$ cat src/rtl/rgba_alpha_weighted_union_assert.svh
// Assertion macros for the pixel blend block.
`ifndef RGBA_ALPHA_WEIGHTED_UNION_ASSERT_SVH
`define RGBA_ALPHA_WEIGHTED_UNION_ASSERT_SVH

`ifndef SYNTHESIS

// Check that a condition implies another in the same cycle.
`define RAWU_ASSERT_SAME(label, clk, rst, cond, expr) \
   label: assert property (@(posedge clk) disable iff (rst) (cond) |-> (expr)) \
      else $error("rawu assertion failed");

// Check that a condition implies another in the next cycle.
`define RAWU_ASSERT_NEXT(label, clk, rst, cond, expr) \
   label: assert property (@(posedge clk) disable iff (rst) (cond) |=> (expr)) \
      else $error("rawu assertion failed");

`else

`define RAWU_ASSERT_SAME(label, clk, rst, cond, expr)
`define RAWU_ASSERT_NEXT(label, clk, rst, cond, expr)

`endif

`endif

$ cat src/rtl/rawu_pkg.sv
// Shared types, constants and the divide step of the pixel blend block.
package rawu_pkg;

   localparam int unsigned DivStages     = 4;
   localparam int unsigned StepsPerStage = 4;
   localparam logic [16:0] WGT_ONE       = 17'h10000;
   localparam logic [7:0]  CHAN_MAX      = 8'd255;

   typedef struct packed {
      logic [31:0] base_px;
      logic [23:0] over_rgb;
      logic        over_small;
      logic        zero;
      logic        bypass;
   } rawu_item_type;

   typedef struct packed {
      rawu_item_type item;
      logic [7:0]    alpha_hi;
      logic [7:0]    rem;
      logic [16:0]   quo;
   } rawu_div_type;

   typedef struct packed {
      logic [31:0]      base_px;
      logic [7:0]       alpha;
      logic             zero;
      logic             bypass;
      logic [2:0][24:0] prod_a;
      logic [2:0][24:0] prod_b;
   } rawu_prod_type;

   function automatic rawu_div_type rawu_div_step(rawu_div_type d);
      logic [8:0]   t;
      logic         ge;
      rawu_div_type r;
      r      = d;
      t      = {d.rem, 1'b0};
      ge     = t >= {1'b0, d.alpha_hi};
      r.rem  = ge ? 8'(t - {1'b0, d.alpha_hi}) : t[7:0];
      r.quo  = {d.quo[15:0], ge};
      return r;
   endfunction

endpackage

$ cat src/rtl/rawu_req_if.sv
// Input channel: base and overlay pixel words with valid/ready.
interface rawu_req_if;
   logic        valid;
   logic        ready;
   logic [31:0] pixel_a;
   logic        a_present;
   logic [31:0] pixel_b;
   logic        b_present;

   modport source (output valid, output pixel_a, output a_present,
                   output pixel_b, output b_present, input ready);
   modport sink   (input valid, input pixel_a, input a_present,
                   input pixel_b, input b_present, output ready);
endinterface

$ cat src/rtl/rawu_rsp_if.sv
// Result channel: blended pixel word with valid/ready.
interface rawu_rsp_if;
   logic        valid;
   logic        ready;
   logic [31:0] pixel_out;

   modport source (output valid, output pixel_out, input ready);
   modport sink   (input valid, input pixel_out, output ready);
endinterface

$ cat src/rtl/rgba_alpha_weighted_union.sv
// Top level of the alpha-weighted RGBA8888 pixel blend.
// Takes one base/overlay pixel pair per clock while rsp ready stays high and
// returns one blended pixel per pair, in order. A pair passes through seven
// register stages before its result shows on the rsp side: one setup stage,
// four stages of the 16-bit restoring divide that forms the Q1.16 weight
// (four quotient bits per stage), one stage of weight products and one output
// stage that sums, saturates and packs. Every stage holds its word while the
// next one is full, and empty stages fill behind a stalled output, so up to
// seven pairs are in flight and throughput is one pixel per clock while rsp
// ready stays high.
`include "rgba_alpha_weighted_union_assert.svh"

module rgba_alpha_weighted_union import rawu_pkg::*; (
   input  logic       clock,
   input  logic       reset,
   rawu_req_if.sink   req_if,
   rawu_rsp_if.source rsp_if
);

   logic         prep_vld, prep_rdy;
   rawu_div_type prep_dat;
   logic         div_vld, div_rdy;
   rawu_div_type div_dat;

   rawu_prep u_prep (
      .clock     (clock),
      .reset     (reset),
      .req_if    (req_if),
      .out_valid (prep_vld),
      .out_ready (prep_rdy),
      .out_data  (prep_dat)
   );

   rawu_div u_div (
      .clock     (clock),
      .reset     (reset),
      .in_valid  (prep_vld),
      .in_ready  (prep_rdy),
      .in_data   (prep_dat),
      .out_valid (div_vld),
      .out_ready (div_rdy),
      .out_data  (div_dat)
   );

   rawu_mix u_mix (
      .clock    (clock),
      .reset    (reset),
      .in_valid (div_vld),
      .in_ready (div_rdy),
      .in_data  (div_dat),
      .rsp_if   (rsp_if)
   );

   `RAWU_ASSERT_SAME(a_full_when_blocked, clock, reset, !req_if.ready, prep_vld && div_vld && rsp_if.valid && !rsp_if.ready)
   `RAWU_ASSERT_NEXT(a_div_hold, clock, reset, div_vld && !div_rdy, div_vld && $stable(div_dat))
   `RAWU_ASSERT_SAME(a_weight_max, clock, reset, div_vld && !div_dat.item.zero && div_dat.quo[16], div_dat.quo[15:0] == 16'd0)

endmodule

$ cat src/rtl/rawu_prep.sv
// Front stage: select base, order alphas, set up the weight divide.
module rawu_prep import rawu_pkg::*; (
   input  logic         clock,
   input  logic         reset,
   rawu_req_if.sink     req_if,
   output logic         out_valid,
   input  logic         out_ready,
   output rawu_div_type out_data
);

   logic         vld_ff, vld_in;
   rawu_div_type dat_ff, dat_in;
   logic         en;
   logic [31:0]  base;
   logic [7:0]   aa, ab, alpha_lo;
   logic         eq;

   assign en           = !vld_ff || out_ready;
   assign req_if.ready = en;
   assign vld_in       = en ? req_if.valid : vld_ff;

   always_comb begin
      base  = req_if.a_present ? req_if.pixel_a : 32'd0;
      aa    = base[7:0];
      ab    = req_if.pixel_b[7:0];
      dat_in.item.base_px    = base;
      dat_in.item.over_rgb   = req_if.pixel_b[31:8];
      dat_in.item.over_small = aa > ab;
      dat_in.item.bypass     = !req_if.b_present;
      alpha_lo               = (aa > ab) ? ab : aa;
      dat_in.alpha_hi        = (aa > ab) ? aa : ab;
      dat_in.item.zero       = dat_in.alpha_hi == 8'd0;
      eq                     = alpha_lo == dat_in.alpha_hi;
      dat_in.rem             = eq ? 8'd0 : alpha_lo;
      dat_in.quo             = {16'd0, eq};
   end

   always_ff @(posedge clock) begin
      if (reset) begin
         vld_ff <= 1'b0;
      end else begin
         vld_ff <= vld_in;
      end
   end

   always_ff @(posedge clock) begin
      if (en && req_if.valid) begin
         dat_ff <= dat_in;
      end
   end

   assign out_valid = vld_ff;
   assign out_data  = dat_ff;

endmodule

$ cat src/rtl/rawu_div.sv
// Pipelined restoring divide for the Q1.16 weight, several bits per stage.
module rawu_div import rawu_pkg::*; (
   input  logic         clock,
   input  logic         reset,
   input  logic         in_valid,
   output logic         in_ready,
   input  rawu_div_type in_data,
   output logic         out_valid,
   input  logic         out_ready,
   output rawu_div_type out_data
);

   logic         vld_ff [DivStages];
   rawu_div_type dat_ff [DivStages];
   logic         en     [DivStages];

   for (genvar g = 0; g < DivStages; g++) begin : g_stage
      logic         up_valid;
      logic         down_ready;
      logic         vld_in;
      rawu_div_type up_data;
      rawu_div_type dat_in;

      if (g == 0) begin : g_first
         assign up_valid = in_valid;
         assign up_data  = in_data;
      end else begin : g_mid
         assign up_valid = vld_ff[g-1];
         assign up_data  = dat_ff[g-1];
      end

      if (g == DivStages - 1) begin : g_last
         assign down_ready = out_ready;
      end else begin : g_inner
         assign down_ready = en[g+1];
      end

      assign en[g]  = !vld_ff[g] || down_ready;
      assign vld_in = en[g] ? up_valid : vld_ff[g];

      always_comb begin
         dat_in = up_data;
         for (int i = 0; i < StepsPerStage; i++) begin
            dat_in = rawu_div_step(dat_in);
         end
      end

      always_ff @(posedge clock) begin
         if (reset) begin
            vld_ff[g] <= 1'b0;
         end else begin
            vld_ff[g] <= vld_in;
         end
      end

      always_ff @(posedge clock) begin
         if (en[g] && up_valid) begin
            dat_ff[g] <= dat_in;
         end
      end
   end

   assign in_ready  = en[0];
   assign out_valid = vld_ff[DivStages-1];
   assign out_data  = dat_ff[DivStages-1];

endmodule

$ cat src/rtl/rawu_mix.sv
// Back stages: weight products, then sum, saturate and pack the result word.
module rawu_mix import rawu_pkg::*; (
   input  logic         clock,
   input  logic         reset,
   input  logic         in_valid,
   output logic         in_ready,
   input  rawu_div_type in_data,
   rawu_rsp_if.source   rsp_if
);

   logic          m_vld_ff, m_vld_in;
   rawu_prod_type m_dat_ff, m_dat_in;
   logic          o_vld_ff, o_vld_in;
   logic [31:0]   o_dat_ff, o_dat_in;
   logic          m_en, o_en;
   logic [16:0]   wq, wr, wa, wb;
   logic [7:0]    ca, cb;
   logic [25:0]   sum;
   logic [9:0]    s;
   logic [2:0][7:0] chn;

   assign o_en     = !o_vld_ff || rsp_if.ready;
   assign m_en     = !m_vld_ff || o_en;
   assign in_ready = m_en;
   assign m_vld_in = m_en ? in_valid : m_vld_ff;
   assign o_vld_in = o_en ? m_vld_ff : o_vld_ff;

   always_comb begin
      wq = in_data.quo;
      wr = WGT_ONE - in_data.quo;
      wa = in_data.item.over_small ? wr : wq;
      wb = in_data.item.over_small ? wq : wr;
      m_dat_in.base_px = in_data.item.base_px;
      m_dat_in.alpha   = in_data.alpha_hi;
      m_dat_in.zero    = in_data.item.zero;
      m_dat_in.bypass  = in_data.item.bypass;
      for (int c = 0; c < 3; c++) begin
         ca = in_data.item.base_px[31 - 8*c -: 8];
         cb = in_data.item.over_rgb[23 - 8*c -: 8];
         m_dat_in.prod_a[c] = {8'd0, wa} * {17'd0, ca};
         m_dat_in.prod_b[c] = {8'd0, wb} * {17'd0, cb};
      end
   end

   always_comb begin
      for (int c = 0; c < 3; c++) begin
         sum    = {1'b0, m_dat_ff.prod_a[c]} + {1'b0, m_dat_ff.prod_b[c]};
         s      = sum[25:16];
         chn[c] = (s > {2'b00, CHAN_MAX}) ? CHAN_MAX : s[7:0];
      end
      if (m_dat_ff.bypass) begin
         o_dat_in = m_dat_ff.base_px;
      end else if (m_dat_ff.zero) begin
         o_dat_in = 32'd0;
      end else begin
         o_dat_in = {chn[0], chn[1], chn[2], m_dat_ff.alpha};
      end
   end

   always_ff @(posedge clock) begin
      if (reset) begin
         m_vld_ff <= 1'b0;
         o_vld_ff <= 1'b0;
      end else begin
         m_vld_ff <= m_vld_in;
         o_vld_ff <= o_vld_in;
      end
   end

   always_ff @(posedge clock) begin
      if (m_en && in_valid) begin
         m_dat_ff <= m_dat_in;
      end
      if (o_en && m_vld_ff) begin
         o_dat_ff <= o_dat_in;
      end
   end

   assign rsp_if.valid     = o_vld_ff;
   assign rsp_if.pixel_out = o_dat_ff;

endmodule
$ cat src/flat_wrapper.sv
// flat-port wrapper written by rule: the top's interface ports become plain ports
module rgba_alpha_weighted_union_flat import rawu_pkg::*;
  (clock, reset, req_if_valid, req_if_pixel_a, req_if_a_present, req_if_pixel_b, req_if_b_present, req_if_ready, rsp_if_valid, rsp_if_pixel_out, rsp_if_ready);
  rawu_req_if req_if_i ();
  rawu_rsp_if rsp_if_i ();
  input  logic clock;
  input  logic reset;
  input wire logic [$bits(req_if_i.valid)-1:0] req_if_valid;
  input wire logic [$bits(req_if_i.pixel_a)-1:0] req_if_pixel_a;
  input wire logic [$bits(req_if_i.a_present)-1:0] req_if_a_present;
  input wire logic [$bits(req_if_i.pixel_b)-1:0] req_if_pixel_b;
  input wire logic [$bits(req_if_i.b_present)-1:0] req_if_b_present;
  output wire logic [$bits(req_if_i.ready)-1:0] req_if_ready;
  output wire logic [$bits(rsp_if_i.valid)-1:0] rsp_if_valid;
  output wire logic [$bits(rsp_if_i.pixel_out)-1:0] rsp_if_pixel_out;
  input wire logic [$bits(rsp_if_i.ready)-1:0] rsp_if_ready;
  assign req_if_i.valid = req_if_valid;
  assign req_if_i.pixel_a = req_if_pixel_a;
  assign req_if_i.a_present = req_if_a_present;
  assign req_if_i.pixel_b = req_if_pixel_b;
  assign req_if_i.b_present = req_if_b_present;
  assign req_if_ready = req_if_i.ready;
  assign rsp_if_valid = rsp_if_i.valid;
  assign rsp_if_pixel_out = rsp_if_i.pixel_out;
  assign rsp_if_i.ready = rsp_if_ready;
  rgba_alpha_weighted_union u_core (.clock(clock), .reset(reset), .req_if(req_if_i), .rsp_if(rsp_if_i));
endmodule
$ cat config.mk
export PLATFORM = sky130hd
export DESIGN_NAME = rgba_alpha_weighted_union_flat
export DESIGN_NICKNAME = d
export VERILOG_FILES = /design/src/rtl/rawu_pkg.sv /design/src/rtl/rawu_req_if.sv /design/src/rtl/rawu_rsp_if.sv /design/src/rtl/rgba_alpha_weighted_union.sv /design/src/rtl/rawu_prep.sv /design/src/rtl/rawu_div.sv /design/src/rtl/rawu_mix.sv /design/src/flat_wrapper.sv
export VERILOG_INCLUDE_DIRS = /design/src /design/src/rtl
export SDC_FILE = /design/constraint.sdc
export NUM_CORES = 2
export LEC_CHECK = 0
export BUFFER_PORTS_ARGS = -buffer_cell sky130_fd_sc_hd__buf_2
export CAP_MARGIN = 0
export CORE_UTILIZATION = 60
export DETAILED_ROUTE_END_ITERATION = 8
export GPL_TIMING_DRIVEN = 0
export HOLD_SLACK_MARGIN = 0.05
export PLACE_DENSITY = 0.82
export SLEW_MARGIN = 10
export SYNTH_ARGS = -nofsm -noshare
export SYNTH_HDL_FRONTEND = slang
export SYNTH_SLANG_ARGS = --single-unit
$ cat constraint.sdc
create_clock -name clock -period 27.1 [get_ports clock]
set_clock_uncertainty 0.1 [all_clocks]
set_input_delay 1.355 -clock clock [delete_from_list [all_inputs] [get_ports clock]]
set_output_delay 1.355 -clock clock [all_outputs]
set_load 0.05 [all_outputs]
== Yosys cells after proc, flatten, opt, wreduce, memory -nomap -nowiden ==
Memory sizes are Yosys's and may differ from the RTL's.
Index checks and enable logic that the tools add are counted.

* Add/sub/neg operators: 20
* Multipliers: 6
* Order comparisons: 20
* Equality and inequality tests: 1
* Mux-type cells: 45
* Bitwise gates (word level): 4
* Reduce and logical (&&, ||, !) cells: 23

{| class="wikitable"
|+ Operators by type and width
! operator !! number
|-
| 8-bit two-way mux || 22
|-
| 17-bit by 8-bit multiplier with 25-bit output || 6
|-
| 9-bit by 8-bit greater-or-equal comparator with 1-bit output || 16
|-
| 8-bit subtractor || 16
|-
| 25-bit by 25-bit adder with 26-bit output || 3
|-
| 32-bit two-way mux || 2
|-
| 17-bit two-way mux || 2
|-
| 10-bit by 8-bit greater-than comparator with 1-bit output (second input constant) || 3
|-
| 1-bit two-way mux || 19
|-
| 17-bit subtractor (first input constant) || 1
|-
| 8-bit equality test || 1
|-
| 8-bit greater-than comparator || 1
|-
| 1-bit logical NOT || 8
|-
| 8-bit logical NOT || 1
|-
| 1-bit logical AND || 7
|-
| 1-bit logical OR || 7
|-
| 1-bit bitwise OR || 4
|}

* Register bits: 303
* Memory bits (writable): 372
* Input bits: 70
* Output and inout port bits: 34
* Word-level logic and storage cells: 144
* Memories kept: 2

{| class="wikitable"
|+ Memory list
! memory !! words !! bits a word !! read ports !! clocked after Yosys merged registers in !! write ports !! RTL line !! RTL
|-
| u_core.u_div.dat_ff || 4 || 92 || 4 || 0 || 4 || rawu_div.sv:14 || <nowiki>rawu_div_type dat_ff [DivStages];</nowiki>
|-
| u_core.u_div.vld_ff || 4 || 1 || 4 || 0 || 4 || rawu_div.sv:13 || <nowiki>logic vld_ff [DivStages];</nowiki>
|}

== Logic depth before layout (Yosys ltp) ==
* Depth in word-level cells: 10
* Depth in mapped cells: 37
* Depth with buffers taken out: 36

== Cells and area by module ==
A second synthesis with hierarchy kept.

* Cells, all modules: 4,975
* Area total of the unflattened synthesis: 55,439.4 sq um

{| class="wikitable"
|+ Modules (own cells, without submodules)
! module !! times used !! cells an instance !! area an instance (sq um) !! sequential area each (sq um)
|-
| rawu_mix || 1 || 3,503 || 35,024.8 || 6,766.5
|-
| rawu_div || 1 || 1,265 || 17,185.2 || 10,410.0
|-
| rawu_prep || 1 || 207 || 3,229.3 || 2,302.2
|}

== Least setup slack after synthesis ==
No wires, ideal clock.

* Path type: input to register
* Start: input port rsp_if_ready
* End: register u_core.u_mix.m_dat_ff[0] (netlist bit) (enable)
* Library setup time: 1.038 ns
* Data arrival time: 15.268 ns
* Data required time: 25.962 ns
* Setup slack: 10.693 ns
* Cell stages on the path: 2
* Buffers on the path: 0
* Path through: nor2b_1 -> a21boi_0

* Word-level cells in the longest chain between the ends: 3

{| class="wikitable"
|+ Ends and longest elaborated chain
! what !! RTL line !! RTL
|-
| start: declaration || flat_wrapper.sv:16 || <nowiki>input wire logic [$bits(rsp_if_i.ready)-1:0] rsp_if_ready;</nowiki>
|-
| 1-bit logical OR || rawu_mix.sv:22 || <nowiki>assign o_en = !o_vld_ff || rsp_if.ready;</nowiki>
|-
| 1-bit logical OR || rawu_mix.sv:23 || <nowiki>assign m_en = !m_vld_ff || o_en;</nowiki>
|-
| 1-bit logical AND || rawu_mix.sv:71 || <nowiki>if (m_en && in_valid) begin</nowiki>
|-
| end signal: assignment || rawu_mix.sv:72 || <nowiki>m_dat_ff <= m_dat_in;</nowiki>
|-
| end: declaration || rawu_mix.sv:12 || <nowiki>rawu_prod_type m_dat_ff, m_dat_in;</nowiki>
|}

Every way passes these cells.
A chain may end at the register's enable or synchronous reset.

==> flow_summary.toml <==
[die]
core_area_um2 = 88600
dieHeight_um = 302
io_pins = 104
rows = 109
initial_core_util = 0.608
die-area_um2 = 91000
die_w_um = 302

[sta]
setup_violations = 0
worst_pin_slew_ns = 1.32
setup_tns_ns = 0
finalHoldViolations = 0
relSlewSlack = 0.120
finalCritPeriodShare = 0.369
max_freq_ghz = 0.100
fin_ws_ns = 17.10
drv_slew = 0
finalCriticalPeriod_ns = 10.00
rsz0062_at_grt = "no"
timing.hold.ws_ns = 0.299

[clock_network]
cts_resized = 0
clk_pin_slew_worst_paths_ns = 0.07
hold_buffers = 0
cts_tree = "yes"
root_buffer = "clkbuf_16"
cts_buffers = 70
clk_path_buf_depth = 3
cts_sinks = 643
cts_setup_buffers = 0
htreeDepth = 3
clock_latency_ns = 0.65

[cells_and_area]
fill_cells = 6484
syn2layout_area_growth_pct = 8.95
final_cell_area_um2 = 58700
fin_util = 0.662
nets = 6222
n_antenna_cell = 0
fin_cells = 6354
drive_gt1_frac = 0.0698

[routing]
vias = 37800
routed_via_density = 5.94
drt.antenna.violating_nets = 0
drt_pass1_iterations = 9
dr.first_iter.drc_count = 3031
wirelength_um = 133000
route.detailed.drc = 3
routedWlPerCell_um = 21.0

[critical_path]
crit_type = "reg -> reg"
end_kind = "register"
cp_max_fo = 10
rr_endpoint = "u_core.u_div.dat_ff[0][19]"
required_ns = 27.40
cpMaxStageDelayCell = "or4_1"
cp.arrival_ns = 10.30
reg2reg_depth = 34
r2r-start = "u_core.u_prep.out_data[26]"
cp_slowest_stage_delay_ns = 0.53
r2r_slack_ns = 17.10
cp-start-kind = "register"

[logic_synthesis]
synth.distinct_cells = 92
synthArstFlopShare = 0
yosys_warnings = 0
synth-main-ff-cell = "edfxtp_1"
synth-seq-cells = 643
syn_inst = 4942
avgSynthCellArea_um2 = 10.9
syn-num-nets = 6024
synth_area_um2 = 53900
synth_edf_count = 636
yosysSeqAreaShare = 0.357

[outcome]
violations = "DRC"
outcome = "finished, violations left"

[hold_path]
hold_path_class = "reg -> reg"
min_to = "u_core.u_div.dat_ff[3][4]"
whs_path_depth = 0
min_from = "u_core.u_div.dat_ff[2][0]"

[global_routing]
grt_max_degree = 55
grt_pass1_wl_um = 209000
grt_pass1_vias = 38900
gr-usage-all-layers = 0.301
grt_antenna_before_repair = 0
grt-ovfl-total = 0

[power_and_ir_drop]
ir_drop_uv = 510
p_total_mw = 6.51
p_leak_nw = 24.5
powerDensity_nw_per_um2 = 111

[placed_design]
place_hpwl_um = 104000
pre_cts_ws_ns = 17.40
place_area_um2 = 56400
io_buffers = 103
place.gp.congestion = 0.955
dp_cells = 6233

[job]
cap_violations = 0
## cell type report
cell class                      count  area (um^2)  share of cell area
Tap cell                         1165         1460              0.0248
Buffer                            162          629              0.0107
Sequential cell                   643        19200               0.328
Inverter                          609         2290              0.0390
Clock buffer                       82         1820              0.0310
Timing Repair Buffer              126         1050              0.0179
Clock inverter                     39          433             0.00738
Multi-Input combinational cell   3528        31800               0.541
## cells by family after synthesis
| group | after synthesis | share of synthesized area |
|---|---|---|
| AO/OA/AOI/OAI | 705 | 0.0876 |
| multiplexers | 75 | 0.0154 |
| buffers and inverters | 771 | 0.0541 |
| XOR/XNOR | 213 | 0.0348 |
| flip-flops | 643 | 0.357 |
| AND/OR/NAND/NOR | 1523 | 0.140 |
| adder cells (fa/ha/maj) | 1012 | 0.311 |
## placed cells by master, fill, tap and decap left out, drive strengths merged, types with 21 or more instances in the layout
cell / instances
o21ai: 131
ha: 468
a31oi: 21
clkbuf: 219
clkinv: 30
mux2: 63
nor3: 75
nor2: 203
xor2: 53
o31ai: 34
and2: 419
a21oi: 198
inv: 612
o21bai: 22
a211oi: 27
a21o: 55
buf: 151
xnor2: 160
o21a: 51
nor2b: 48
fa: 544
or3: 30
nand3: 46
a21boi: 22
or2: 21
nand2: 576
edfxtp: 636
nand2b: 32
## report_power, final
group | internal [mW] | switching (mW)
Sequential | 1.35 | 0.0373
Combinational | 1.88 | 2.30
Clock | 0.527 | 0.413
Total | 3.76 | 2.75
## registers in the layout, indices dropped and copies added (netlist names)
register                       cells
u_core.u_div.dat_ff              336
u_core.u_mix.m_dat_ff            192
u_core.u_prep.out_data            76
u_core.u_mix.rsp_if.pixel_out     32
u_core.u_div.vld_ff                4
u_core.u_mix.m_vld_ff              1
u_core.u_mix.rsp_if.valid          1
u_core.u_prep.out_valid            1
## routing by layer
| layer | wire length, um | global-route usage | share of wire | vias up |
|---|---|---|---|---|
| met2 | 64100 | 0.502 | 0.48 | 1653 |
| met5 | 0 | 0 | 0 | - |
| li1 | - | - | - | 17100 |
| met4 | 8320 | 0.169 | 0.062 | 0 |
| met3 | 10600 | 0.0586 | 0.080 | 422 |
| met1 | 50300 | 0.366 | 0.38 | 18600 |
## worst max path at each step
stage / startpoint / endpoint
2_1_floorplan: rsp_if_ready / u_core.u_mix.m_dat_ff[0]
3_3_place_gp: rsp_if_ready / u_core.u_mix.m_dat_ff[97]
3_5_place_dp: u_core.u_div.dat_ff[1][29] / u_core.u_div.dat_ff[2][19]
4_1_cts: u_core.u_prep.out_data[26] / u_core.u_div.dat_ff[0][19]
5_1_grt: u_core.u_div.dat_ff[1][28] / u_core.u_div.dat_ff[2][19]
6_report: u_core.u_prep.out_data[26] / u_core.u_div.dat_ff[0][19]
## synthesized netlist by cell type, types with 72 or more instances
cell type	instances	area, um^2
o21ai_0	124	621
fa_1	544	10900
nor3_1	72	360
clkbuf_1	137	514
edfxtp_1	636	19100
and2_1	417	2610
a21oi_1	198	991
ha_1	468	5860
nand2_1	576	2160
inv_1	604	2270
xnor2_1	159	1390
nor2_1	203	762
## critical path, delay by kind of cell, from the launching register on
family                     cells  cell delay, ns
DFF                            1            0.50
muxes                          4            1.47
and+or+nand+nor                4            1.17
buffers and inverters          6            1.24
AOI/OAI and AO/OA             16            4.03
adders and majority gates      4            1.26
(Power assumes the default switching activity.)
